$ cat src/sv/tou_pkg.sv
`timescale 1ns / 1ps
// Shared types, codes and helper functions for the time-of-use energy accumulator.
// Used by every module of the block; depends on nothing else.
package tou_pkg;

  localparam int unsigned CFG_W      = 11;
  localparam int unsigned CFG_IDX_W  = 2;
  localparam int unsigned MINUTE_W   = 11;
  localparam int unsigned ENERGY_W   = 64;
  localparam logic [MINUTE_W-1:0] MINUTES_PER_HOUR = MINUTE_W'(60);

  localparam logic [ENERGY_W-1:0] ENERGY_MAX = {1'b0, {(ENERGY_W-1){1'b1}}};
  localparam logic [ENERGY_W-1:0] ENERGY_MIN = {1'b1, {(ENERGY_W-1){1'b0}}};

  typedef enum logic [CFG_IDX_W-1:0] {
    CFG_HIGH_START = 2'd0,
    CFG_HIGH_END   = 2'd1,
    CFG_MID_START  = 2'd2,
    CFG_MID_END    = 2'd3
  } tou_cfg_idx_t;

  typedef enum logic [1:0] {
    BKT_LOW  = 2'd0,
    BKT_MID  = 2'd1,
    BKT_HIGH = 2'd2
  } tou_tariff_t;

  // Which counters a date change clears before this word's energy is added.
  typedef struct packed {
    logic roll;
    logic clr_year;
    logic clr_month;
    logic clr_day;
  } tou_clr_t;

  typedef struct packed {
    logic [31:0]  power;
    logic [31:0]  dt;
    logic         add;
    tou_clr_t     clr;
    tou_tariff_t  bucket;
    logic         ack;
  } tou_s1_t;

  typedef struct packed {
    logic [ENERGY_W-1:0] delta;
    tou_clr_t            clr;
    tou_tariff_t         bucket;
    logic                ack;
  } tou_s2_t;

  function automatic logic in_window(logic [MINUTE_W-1:0] start, logic [MINUTE_W-1:0] stop,
                                     logic [MINUTE_W-1:0] m);
    logic r;
    if (start <= stop) begin
      r = (m >= start) && (m < stop);
    end else begin
      r = (m >= start) || (m < stop);
    end
    return r;
  endfunction

  function automatic logic [ENERGY_W-1:0] sat_add(logic [ENERGY_W-1:0] a,
                                                  logic [ENERGY_W-1:0] d);
    logic [ENERGY_W-1:0] s;
    logic [ENERGY_W-1:0] r;
    s = a + d;
    r = s;
    // Overflow only when both operands share a sign that the sum lost.
    if ((a[ENERGY_W-1] == d[ENERGY_W-1]) && (s[ENERGY_W-1] != a[ENERGY_W-1])) begin
      r = a[ENERGY_W-1] ? ENERGY_MIN : ENERGY_MAX;
    end
    return r;
  endfunction

endpackage

$ cat src/sv/tou_energy_accumulator.sv
`timescale 1ns / 1ps
// Time-of-use energy accumulator, top level. An accepted word passes the input register, the
// product register and the counter and result register. Throughput is one word per cycle while
// out_ready is high; the 32x33 multiply and the 64-bit saturating adds each own one stage.
// A stalled result holds only the last stage; earlier bubbles still fill.
// Synchronous active-low reset clears the windows, date, tick, counters, flag and valids.
module tou_energy_accumulator (
  input  logic                                clk,
  input  logic                                rst_n,
  input  logic                                cfg_wr_en,
  input  logic [tou_pkg::CFG_IDX_W-1:0]       cfg_index,
  input  logic [tou_pkg::CFG_W-1:0]           cfg_data,
  input  logic                                in_valid,
  output logic                                in_ready,
  input  logic                                in_sample_valid,
  input  logic [31:0]                         in_tick_ms,
  input  logic signed [31:0]                  in_power_mw,
  input  logic [13:0]                         in_year,
  input  logic [3:0]                          in_month,
  input  logic [4:0]                          in_day,
  input  logic [4:0]                          in_hour,
  input  logic [5:0]                          in_minute,
  input  logic                                in_ack_rollover,
  output logic                                out_valid,
  input  logic                                out_ready,
  output logic signed [tou_pkg::ENERGY_W-1:0] out_energy_day,
  output logic signed [tou_pkg::ENERGY_W-1:0] out_energy_month,
  output logic signed [tou_pkg::ENERGY_W-1:0] out_energy_year,
  output logic signed [tou_pkg::ENERGY_W-1:0] out_energy_low,
  output logic signed [tou_pkg::ENERGY_W-1:0] out_energy_mid,
  output logic signed [tou_pkg::ENERGY_W-1:0] out_energy_high,
  output logic                                out_rollover_flag,
  output logic [1:0]                          out_tariff_bucket
);

  logic              s1_valid, s1_ready;
  logic              s2_valid, s2_ready;
  tou_pkg::tou_s1_t  s1_data;
  tou_pkg::tou_s2_t  s2_data;

  tou_front u_front (
    .clk             (clk),
    .rst_n           (rst_n),
    .cfg_wr_en       (cfg_wr_en),
    .cfg_index       (cfg_index),
    .cfg_data        (cfg_data),
    .in_valid        (in_valid),
    .in_ready        (in_ready),
    .in_sample_valid (in_sample_valid),
    .in_tick_ms      (in_tick_ms),
    .in_power_mw     (in_power_mw),
    .in_year         (in_year),
    .in_month        (in_month),
    .in_day          (in_day),
    .in_hour         (in_hour),
    .in_minute       (in_minute),
    .in_ack_rollover (in_ack_rollover),
    .s1_valid        (s1_valid),
    .s1_ready        (s1_ready),
    .s1_data         (s1_data)
  );

  tou_mul u_mul (
    .clk      (clk),
    .rst_n    (rst_n),
    .s1_valid (s1_valid),
    .s1_ready (s1_ready),
    .s1_data  (s1_data),
    .s2_valid (s2_valid),
    .s2_ready (s2_ready),
    .s2_data  (s2_data)
  );

  tou_accum u_accum (
    .clk               (clk),
    .rst_n             (rst_n),
    .s2_valid          (s2_valid),
    .s2_ready          (s2_ready),
    .s2_data           (s2_data),
    .out_valid         (out_valid),
    .out_ready         (out_ready),
    .out_energy_day    (out_energy_day),
    .out_energy_month  (out_energy_month),
    .out_energy_year   (out_energy_year),
    .out_energy_low    (out_energy_low),
    .out_energy_mid    (out_energy_mid),
    .out_energy_high   (out_energy_high),
    .out_rollover_flag (out_rollover_flag),
    .out_tariff_bucket (out_tariff_bucket)
  );

  // The pipeline is empty in the cycle after reset is asserted.
  a_reset_empty: assert property (@(posedge clk)
    !rst_n |=> (!s1_valid && !s2_valid && !out_valid))
    else $error("pipeline not empty after reset");

  // A word waiting behind a stalled result must not be dropped.
  a_s2_hold: assert property (@(posedge clk) disable iff (!rst_n)
    (s2_valid && out_valid && !out_ready) |=> s2_valid)
    else $error("product stage lost a word under stall");

  // A word in the first stage must not be dropped while the product stage is blocked.
  a_s1_hold: assert property (@(posedge clk) disable iff (!rst_n)
    (s1_valid && !s1_ready) |=> s1_valid)
    else $error("input stage lost a word under stall");

  // Input can only be refused when the first stage holds a word that cannot move.
  a_ready_cause: assert property (@(posedge clk) disable iff (!rst_n)
    !in_ready |-> (s1_valid && s2_valid && out_valid && !out_ready))
    else $error("input refused with room in the pipeline");

endmodule

$ cat src/sv/tou_front.sv
`timescale 1ns / 1ps
// Input stage: tariff window registers, stored date and previous tick, bucket select.
// Depends on tou_pkg.
module tou_front (
  input  logic                            clk,
  input  logic                            rst_n,
  input  logic                            cfg_wr_en,
  input  logic [tou_pkg::CFG_IDX_W-1:0]   cfg_index,
  input  logic [tou_pkg::CFG_W-1:0]       cfg_data,
  input  logic                            in_valid,
  output logic                            in_ready,
  input  logic                            in_sample_valid,
  input  logic [31:0]                     in_tick_ms,
  input  logic signed [31:0]              in_power_mw,
  input  logic [13:0]                     in_year,
  input  logic [3:0]                      in_month,
  input  logic [4:0]                      in_day,
  input  logic [4:0]                      in_hour,
  input  logic [5:0]                      in_minute,
  input  logic                            in_ack_rollover,
  output logic                            s1_valid,
  input  logic                            s1_ready,
  output tou_pkg::tou_s1_t                s1_data
);

  logic [tou_pkg::CFG_W-1:0] high_start_r, high_end_r, mid_start_r, mid_end_r;
  logic [13:0]               year_r;
  logic [3:0]                month_r;
  logic [4:0]                day_r;
  logic [31:0]               prev_tick_r;
  logic                      s1_valid_r, s1_valid_nxt;
  tou_pkg::tou_s1_t          s1_r, s1_nxt;

  logic                          accept;
  logic                          date_unset;
  logic                          year_ne, month_ne, day_ne;
  logic [tou_pkg::MINUTE_W-1:0]  mod;
  tou_pkg::tou_tariff_t          bucket;

  assign in_ready = !s1_valid_r || s1_ready;
  assign accept   = in_valid && in_ready;

  always_comb begin
    mod = tou_pkg::MINUTE_W'(in_hour) * tou_pkg::MINUTES_PER_HOUR
        + tou_pkg::MINUTE_W'(in_minute);
    if (tou_pkg::in_window(high_start_r, high_end_r, mod)) begin
      bucket = tou_pkg::BKT_HIGH;
    end else if (tou_pkg::in_window(mid_start_r, mid_end_r, mod)) begin
      bucket = tou_pkg::BKT_MID;
    end else begin
      bucket = tou_pkg::BKT_LOW;
    end
  end

  assign date_unset = (year_r == '0) && (month_r == '0) && (day_r == '0);
  assign year_ne    = (in_year != year_r);
  assign month_ne   = (in_month != month_r);
  assign day_ne     = (in_day != day_r);

  always_comb begin
    s1_nxt                 = s1_r;
    s1_valid_nxt           = s1_valid_r;
    if (s1_ready) begin
      s1_valid_nxt = 1'b0;
    end
    if (accept) begin
      s1_valid_nxt         = 1'b1;
      s1_nxt.power         = in_power_mw;
      s1_nxt.dt            = in_tick_ms - prev_tick_r;
      s1_nxt.add           = in_sample_valid && (prev_tick_r != '0);
      s1_nxt.clr.roll      = !date_unset && (year_ne || month_ne || day_ne);
      s1_nxt.clr.clr_day   = !date_unset && (year_ne || month_ne || day_ne);
      s1_nxt.clr.clr_month = !date_unset && (year_ne || month_ne);
      s1_nxt.clr.clr_year  = !date_unset && year_ne;
      s1_nxt.bucket        = bucket;
      s1_nxt.ack           = in_ack_rollover;
    end
  end

  always_ff @(posedge clk) begin
    if (!rst_n) begin
      high_start_r <= '0;
      high_end_r   <= '0;
      mid_start_r  <= '0;
      mid_end_r    <= '0;
      year_r       <= '0;
      month_r      <= '0;
      day_r        <= '0;
      prev_tick_r  <= '0;
      s1_valid_r   <= 1'b0;
    end else begin
      s1_valid_r <= s1_valid_nxt;
      if (cfg_wr_en) begin
        case (tou_pkg::tou_cfg_idx_t'(cfg_index))
          tou_pkg::CFG_HIGH_START: high_start_r <= cfg_data;
          tou_pkg::CFG_HIGH_END:   high_end_r   <= cfg_data;
          tou_pkg::CFG_MID_START:  mid_start_r  <= cfg_data;
          tou_pkg::CFG_MID_END:    mid_end_r    <= cfg_data;
          default: ;
        endcase
      end
      if (accept) begin
        prev_tick_r <= in_tick_ms;
        year_r      <= in_year;
        month_r     <= in_month;
        day_r       <= in_day;
      end
    end
  end

  always_ff @(posedge clk) begin
    s1_r <= s1_nxt;
  end

  assign s1_valid = s1_valid_r;
  assign s1_data  = s1_r;

endmodule

$ cat src/sv/tou_mul.sv
`timescale 1ns / 1ps
// Product stage: power times elapsed milliseconds, registered.
// Depends on tou_pkg.
module tou_mul (
  input  logic              clk,
  input  logic              rst_n,
  input  logic              s1_valid,
  output logic              s1_ready,
  input  tou_pkg::tou_s1_t  s1_data,
  output logic              s2_valid,
  input  logic              s2_ready,
  output tou_pkg::tou_s2_t  s2_data
);

  logic              s2_valid_r;
  tou_pkg::tou_s2_t  s2_r;
  logic signed [tou_pkg::ENERGY_W-1:0] prod;
  logic              load;

  assign s1_ready = !s2_valid_r || s2_ready;
  assign load     = s1_valid && s1_ready;

  // The product of a signed 32-bit power and an unsigned 32-bit interval always fits 64 bits.
  assign prod = $signed(s1_data.power) * $signed({1'b0, s1_data.dt});

  always_ff @(posedge clk) begin
    if (!rst_n) begin
      s2_valid_r <= 1'b0;
    end else if (s1_ready) begin
      s2_valid_r <= s1_valid;
    end
  end

  always_ff @(posedge clk) begin
    if (load) begin
      s2_r.delta  <= s1_data.add ? prod : '0;
      s2_r.clr    <= s1_data.clr;
      s2_r.bucket <= s1_data.bucket;
      s2_r.ack    <= s1_data.ack;
    end
  end

  assign s2_valid = s2_valid_r;
  assign s2_data  = s2_r;

endmodule

$ cat src/sv/tou_accum.sv
`timescale 1ns / 1ps
// Result stage: period and bucket counters with saturating add, rollover flag, result word.
// Depends on tou_pkg.
module tou_accum (
  input  logic                                clk,
  input  logic                                rst_n,
  input  logic                                s2_valid,
  output logic                                s2_ready,
  input  tou_pkg::tou_s2_t                    s2_data,
  output logic                                out_valid,
  input  logic                                out_ready,
  output logic signed [tou_pkg::ENERGY_W-1:0] out_energy_day,
  output logic signed [tou_pkg::ENERGY_W-1:0] out_energy_month,
  output logic signed [tou_pkg::ENERGY_W-1:0] out_energy_year,
  output logic signed [tou_pkg::ENERGY_W-1:0] out_energy_low,
  output logic signed [tou_pkg::ENERGY_W-1:0] out_energy_mid,
  output logic signed [tou_pkg::ENERGY_W-1:0] out_energy_high,
  output logic                                out_rollover_flag,
  output logic [1:0]                          out_tariff_bucket
);

  localparam int unsigned NB = 3;

  logic                        out_valid_r;
  logic [tou_pkg::ENERGY_W-1:0] day_r, month_r, year_r;
  logic [tou_pkg::ENERGY_W-1:0] day_nxt, month_nxt, year_nxt;
  logic [tou_pkg::ENERGY_W-1:0] bkt_r [NB];
  logic [tou_pkg::ENERGY_W-1:0] bkt_nxt [NB];
  logic                        flag_r, flag_nxt;
  tou_pkg::tou_tariff_t        bucket_r;
  logic                        load;

  assign s2_ready = !out_valid_r || out_ready;
  assign load     = s2_valid && s2_ready;

  always_comb begin
    logic [tou_pkg::ENERGY_W-1:0] base;
    day_nxt   = tou_pkg::sat_add(s2_data.clr.clr_day ? '0 : day_r, s2_data.delta);
    month_nxt = tou_pkg::sat_add(s2_data.clr.clr_month ? '0 : month_r, s2_data.delta);
    year_nxt  = tou_pkg::sat_add(s2_data.clr.clr_year ? '0 : year_r, s2_data.delta);
    for (int b = 0; b < NB; b++) begin
      base = s2_data.clr.clr_day ? '0 : bkt_r[b];
      bkt_nxt[b] = (s2_data.bucket == tou_pkg::tou_tariff_t'(b))
                   ? tou_pkg::sat_add(base, s2_data.delta) : base;
    end
    // The acknowledge acts first, so a date change in the same word sets the flag again.
    flag_nxt = (flag_r && !s2_data.ack) || s2_data.clr.roll;
  end

  always_ff @(posedge clk) begin
    if (!rst_n) begin
      out_valid_r <= 1'b0;
      day_r       <= '0;
      month_r     <= '0;
      year_r      <= '0;
      flag_r      <= 1'b0;
      for (int b = 0; b < NB; b++) begin
        bkt_r[b] <= '0;
      end
    end else begin
      if (s2_ready) begin
        out_valid_r <= s2_valid;
      end
      if (load) begin
        day_r   <= day_nxt;
        month_r <= month_nxt;
        year_r  <= year_nxt;
        flag_r  <= flag_nxt;
        for (int b = 0; b < NB; b++) begin
          bkt_r[b] <= bkt_nxt[b];
        end
      end
    end
  end

  always_ff @(posedge clk) begin
    if (load) begin
      bucket_r <= s2_data.bucket;
    end
  end

  assign out_valid         = out_valid_r;
  assign out_energy_day    = $signed(day_r);
  assign out_energy_month  = $signed(month_r);
  assign out_energy_year   = $signed(year_r);
  assign out_energy_low    = $signed(bkt_r[tou_pkg::BKT_LOW]);
  assign out_energy_mid    = $signed(bkt_r[tou_pkg::BKT_MID]);
  assign out_energy_high   = $signed(bkt_r[tou_pkg::BKT_HIGH]);
  assign out_rollover_flag = flag_r;
  assign out_tariff_bucket = bucket_r;

endmodule
$ cat config.mk
export PLATFORM = sky130hd
export DESIGN_NAME = tou_energy_accumulator
export DESIGN_NICKNAME = d
export VERILOG_FILES = /design/src/sv/tou_pkg.sv /design/src/sv/tou_energy_accumulator.sv /design/src/sv/tou_front.sv /design/src/sv/tou_mul.sv /design/src/sv/tou_accum.sv
export SDC_FILE = /design/constraint.sdc
export NUM_CORES = 2
export LEC_CHECK = 0
export BUFFER_PORTS_ARGS = -buffer_cell sky130_fd_sc_hd__clkbuf_2
export CORE_MARGIN = 2
export CORE_UTILIZATION = 45
export DETAILED_ROUTE_END_ITERATION = 7
export HOLD_SLACK_MARGIN = 0.05
export SETUP_SLACK_MARGIN = 0.1
export SLEW_MARGIN = 20
export SYNTH_ARGS = -nofsm -noshare
export SYNTH_HDL_FRONTEND = slang
export SYNTH_HIERARCHICAL = 1
export SYNTH_SLANG_ARGS = --single-unit
$ cat constraint.sdc
create_clock -name clk -period 6.9 [get_ports clk]
set_input_delay 0.69 -clock clk [delete_from_list [all_inputs] [get_ports clk]]
set_output_delay 0.69 -clock clk [all_outputs]
set_load 0.02 [all_outputs]
==> flow_summary.json <==
{
  "cpMaxStageDelayCell": "fa_1",
  "finalClockSkew_ps": 36.3,
  "rr_worst_depth": 26,
  "hold_buffers": 0,
  "worstMarginPinSlew_ps": 1200,
  "syn2layout_area_growth_pct": 14.9,
  "routedWlPerCell_um": 23.9,
  "synth-edff-count": 336,
  "dr.pass1.iters": 8,
  "status": "finished with violations",
  "cp.arrival_ps": 7810,
  "critPathMaxStageDelay_ps": 580,
  "gp_congestion": 0.970,
  "viasPerCell": 5.70,
  "drc": 0,
  "start_util_pct": 45.2,
  "synthFlopType": "edfxtp_1",
  "grt_antenna_before_repair": 8,
  "setup_viol": 32,
  "grt-ovfl-total": 0,
  "busiest_layer": "met2",
  "fillers": 18100,
  "max_slew_margin_pct": 19.8,
  "final_nets": 12600,
  "synth_cell_types": 115,
  "grt_max_degree": 106,
  "globalRouteMet1Util_pct": 39.8,
  "clk_latency_ps": 750,
  "htreeDepth": 3,
  "fp-row-count": 161,
  "seq_area_frac_synth_pct": 18.4,
  "violations": "setup timing",
  "rsz0062_at_grt": "true",
  "final_cell_mix": "1122 x inv_1, 1017 x nand2_1, 881 x fa_1",
  "die_x_um": 443,
  "grtUsageMet3_pct": 4.59,
  "cp-end-kind": "register",
  "synthArstFlopShare_pct": 0,
  "start_kind": "register",
  "drv_slew": 0,
  "holdPathStages": 1,
  "final_core_utilization_pct": 51.9,
  "use_met2_pct": 52.7,
  "dp_hpwl_um": 252000,
  "syn-num-nets": 12000,
  "worstPathRequired_ps": 7380,
  "synth_area_sq_um": 86700,
  "max_freq_mhz": 136,
  "finalHoldViolations": 0,
  "track_usage_pct": 32.1,
  "synth_seq_cells": 631,
  "clock-root-buffer": "clkbuf_16",
  "cts_tree": "built",
  "final.min_clock_period_ps": 7330,
  "crit_top_cell": "fa_1",
  "die_height_um": 443,
  "finalCritPeriodShare_pct": 106,
  "max_cap_violations": 0,
  "ant_nets": 0,
  "cts.sinks": 631,
  "worstSetupPathType": "reg2reg",
  "hp-class": "in2reg",
  "path_max_fanout": 8,
  "grt_pass1_wl_um": 481000,
  "drive_above_1_share_pct": 14.1,
  "grt_pass1_vias": 77400,
  "design.core.area_sq_um": 192000,
  "ios": 507,
  "ys_warn_count": 6,
  "layout_commonest_cell": "inv_1",
  "avgSynthCellArea_sq_um": 8.48,
  "clk_pin_slew_ps": 70,
  "vias": 76200,
  "port_buffers": 506,
  "layout_setup_ws_ps": -433,
  "netlist_instances": 10200,
  "routed_wl_um": 319000,
  "cts.path.max_buffers": 3,
  "die-area_sq_um": 196000,
  "drtIter0Drc": 5349,
  "cts_made_buffers": 87
}
-- synthesized netlist by cell type, drive strengths merged, types with 11 or more instances --
| master | n | area (sq um) |
|---|---|---|
| and2 | 631 | 3950 |
| a21oi | 811 | 4120 |
| a31oi | 104 | 681 |
| and3 | 48 | 312 |
| a31o | 11 | 96.3 |
| a21boi | 104 | 788 |
| nand3 | 108 | 541 |
| a211oi | 62 | 485 |
| a211o | 11 | 96.3 |
| nand2b | 104 | 651 |
| fa | 912 | 18300 |
| nor2b | 472 | 2950 |
| o211ai | 36 | 299 |
| clkbuf | 544 | 2040 |
| o31ai | 39 | 363 |
| o21a | 54 | 405 |
| edfxtp | 336 | 10100 |
| or2 | 12 | 75.1 |
| a21o | 291 | 2190 |
| nand4 | 139 | 870 |
| inv | 1150 | 4320 |
| mux2i | 29 | 290 |
| xor2 | 171 | 1500 |
| ha | 780 | 9760 |
| a221oi | 12 | 146 |
| a41oi | 11 | 111 |
| o31a | 11 | 96.3 |
| nor2 | 510 | 1930 |
| o221ai | 15 | 131 |
| or3 | 26 | 163 |
| buf | 58 | 308 |
| and4 | 18 | 158 |
| o22ai | 27 | 169 |
| nor3 | 94 | 475 |
| o21ai | 563 | 2840 |
| xnor2 | 273 | 2390 |
| nand2 | 1031 | 3870 |
| a221o | 72 | 721 |
| o2111ai | 11 | 96.3 |
| o21bai | 88 | 661 |
| dfxtp | 295 | 5910 |
| nor4 | 31 | 230 |
-- cells by family after synthesis --
logic type	synth area share [%]
simple gates	19.0
compound gates	17.7
buf+inv	7.69
fa+ha+maj	32.3
flops	18.4
xor+xnor	4.49
mux	0.335
-- per-stage QoR --
stage | worst slack [ps] | std cells | hold WS (ps) | TNS (ps) | instance area [sq um]
final | -433 | 13400 | 120 | -9070 | 99600
after global routing | -620 | 13400 | 87.6 | -16970 | 99600
after CTS | -354 | 13400 | 55.1 | -7180 | 99000
after detailed placement | -582 | 13200 | 407 | -11490 | 94900
after global placement | -478 | 13200 | 403 | -9810 | 94900
after floorplan | 43.2 | 10200 | 400 | 0 | 87000
-- worst max-delay path: cells and delay by family, from the launching register on --
family                     cells  cell delay, ps
adders and majority gates      9            4400
buffers and inverters          8             850
DFF                            1             490
muxes                          1             140
AOI/OAI and AO/OA              4             540
and+or+nand+nor                4             640
-- worst paths after layout --
check / start / slack (ps) / to
max: u_front/s1_data[24]$_DFFE_PP_ / -430 / u_mul/s2_data[67]$_SDFFCE_PN0P_
min: in_power_mw[1] / 120 / u_front/s1_data[41]$_DFFE_PP_
max reg2reg: u_front/s1_data[24]$_DFFE_PP_ / -430 / u_mul/s2_data[67]$_SDFFCE_PN0P_
min reg2reg: u_front/s1_data[2]$_SDFFCE_PP1P_ / 420 / u_mul/s2_data[2]$_DFFE_PP_
-- final cells by class --
| type | count | area, sq um | share of cell area (%) |
|---|---|---|---|
| multi-input cells | 7842 | 65400 | 65.6 |
| clock buffers | 111 | 2390 | 2.40 |
| diodes | 1 | 2.50 | 0.00251 |
| inverters | 1150 | 4330 | 4.35 |
| flip-flops and latches | 631 | 16000 | 16.1 |
| repair buffers | 1057 | 7880 | 7.91 |
| well taps | 2526 | 3160 | 3.17 |
| clock inverters | 51 | 528 | 0.530 |
-- metal layers --
metal	part of all wire (%)	wire, um
met5	0.011	34
met1	40	129000
met2	46	148000
met4	7.3	23300
met3	5.9	18900
-- state kept, by name, summed over array words and instances, names as in the netlist, 2 cells and up --
signal,count
u_accum/out_energy_month,64
u_mul/s2_data,71
u_accum/out_energy_day,64
u_front/high_end_r,11
u_front/day_r,5
u_front/prev_tick_r,32
u_front/high_start_r,11
u_accum/bkt_r,192
u_front/mid_end_r,11
u_accum/out_energy_year,64
u_front/mid_start_r,11
u_front/year_r,14
u_accum/out_tariff_bucket,2
u_front/s1_data,71
u_front/month_r,4
-- timing repair --
item | CTS | global route
gates cloned | 3 | 2
hold endpoints to repair | 0 | 0
pin swaps | 98 | 73
buffers inserted | 32 | 15
endpoints found under the setup margin | 42 | 45
gates resized for setup | 184 | 108
Power is not shown: default switching activity piles up to over one toggle a cycle in this logic, so the estimate is an artifact.
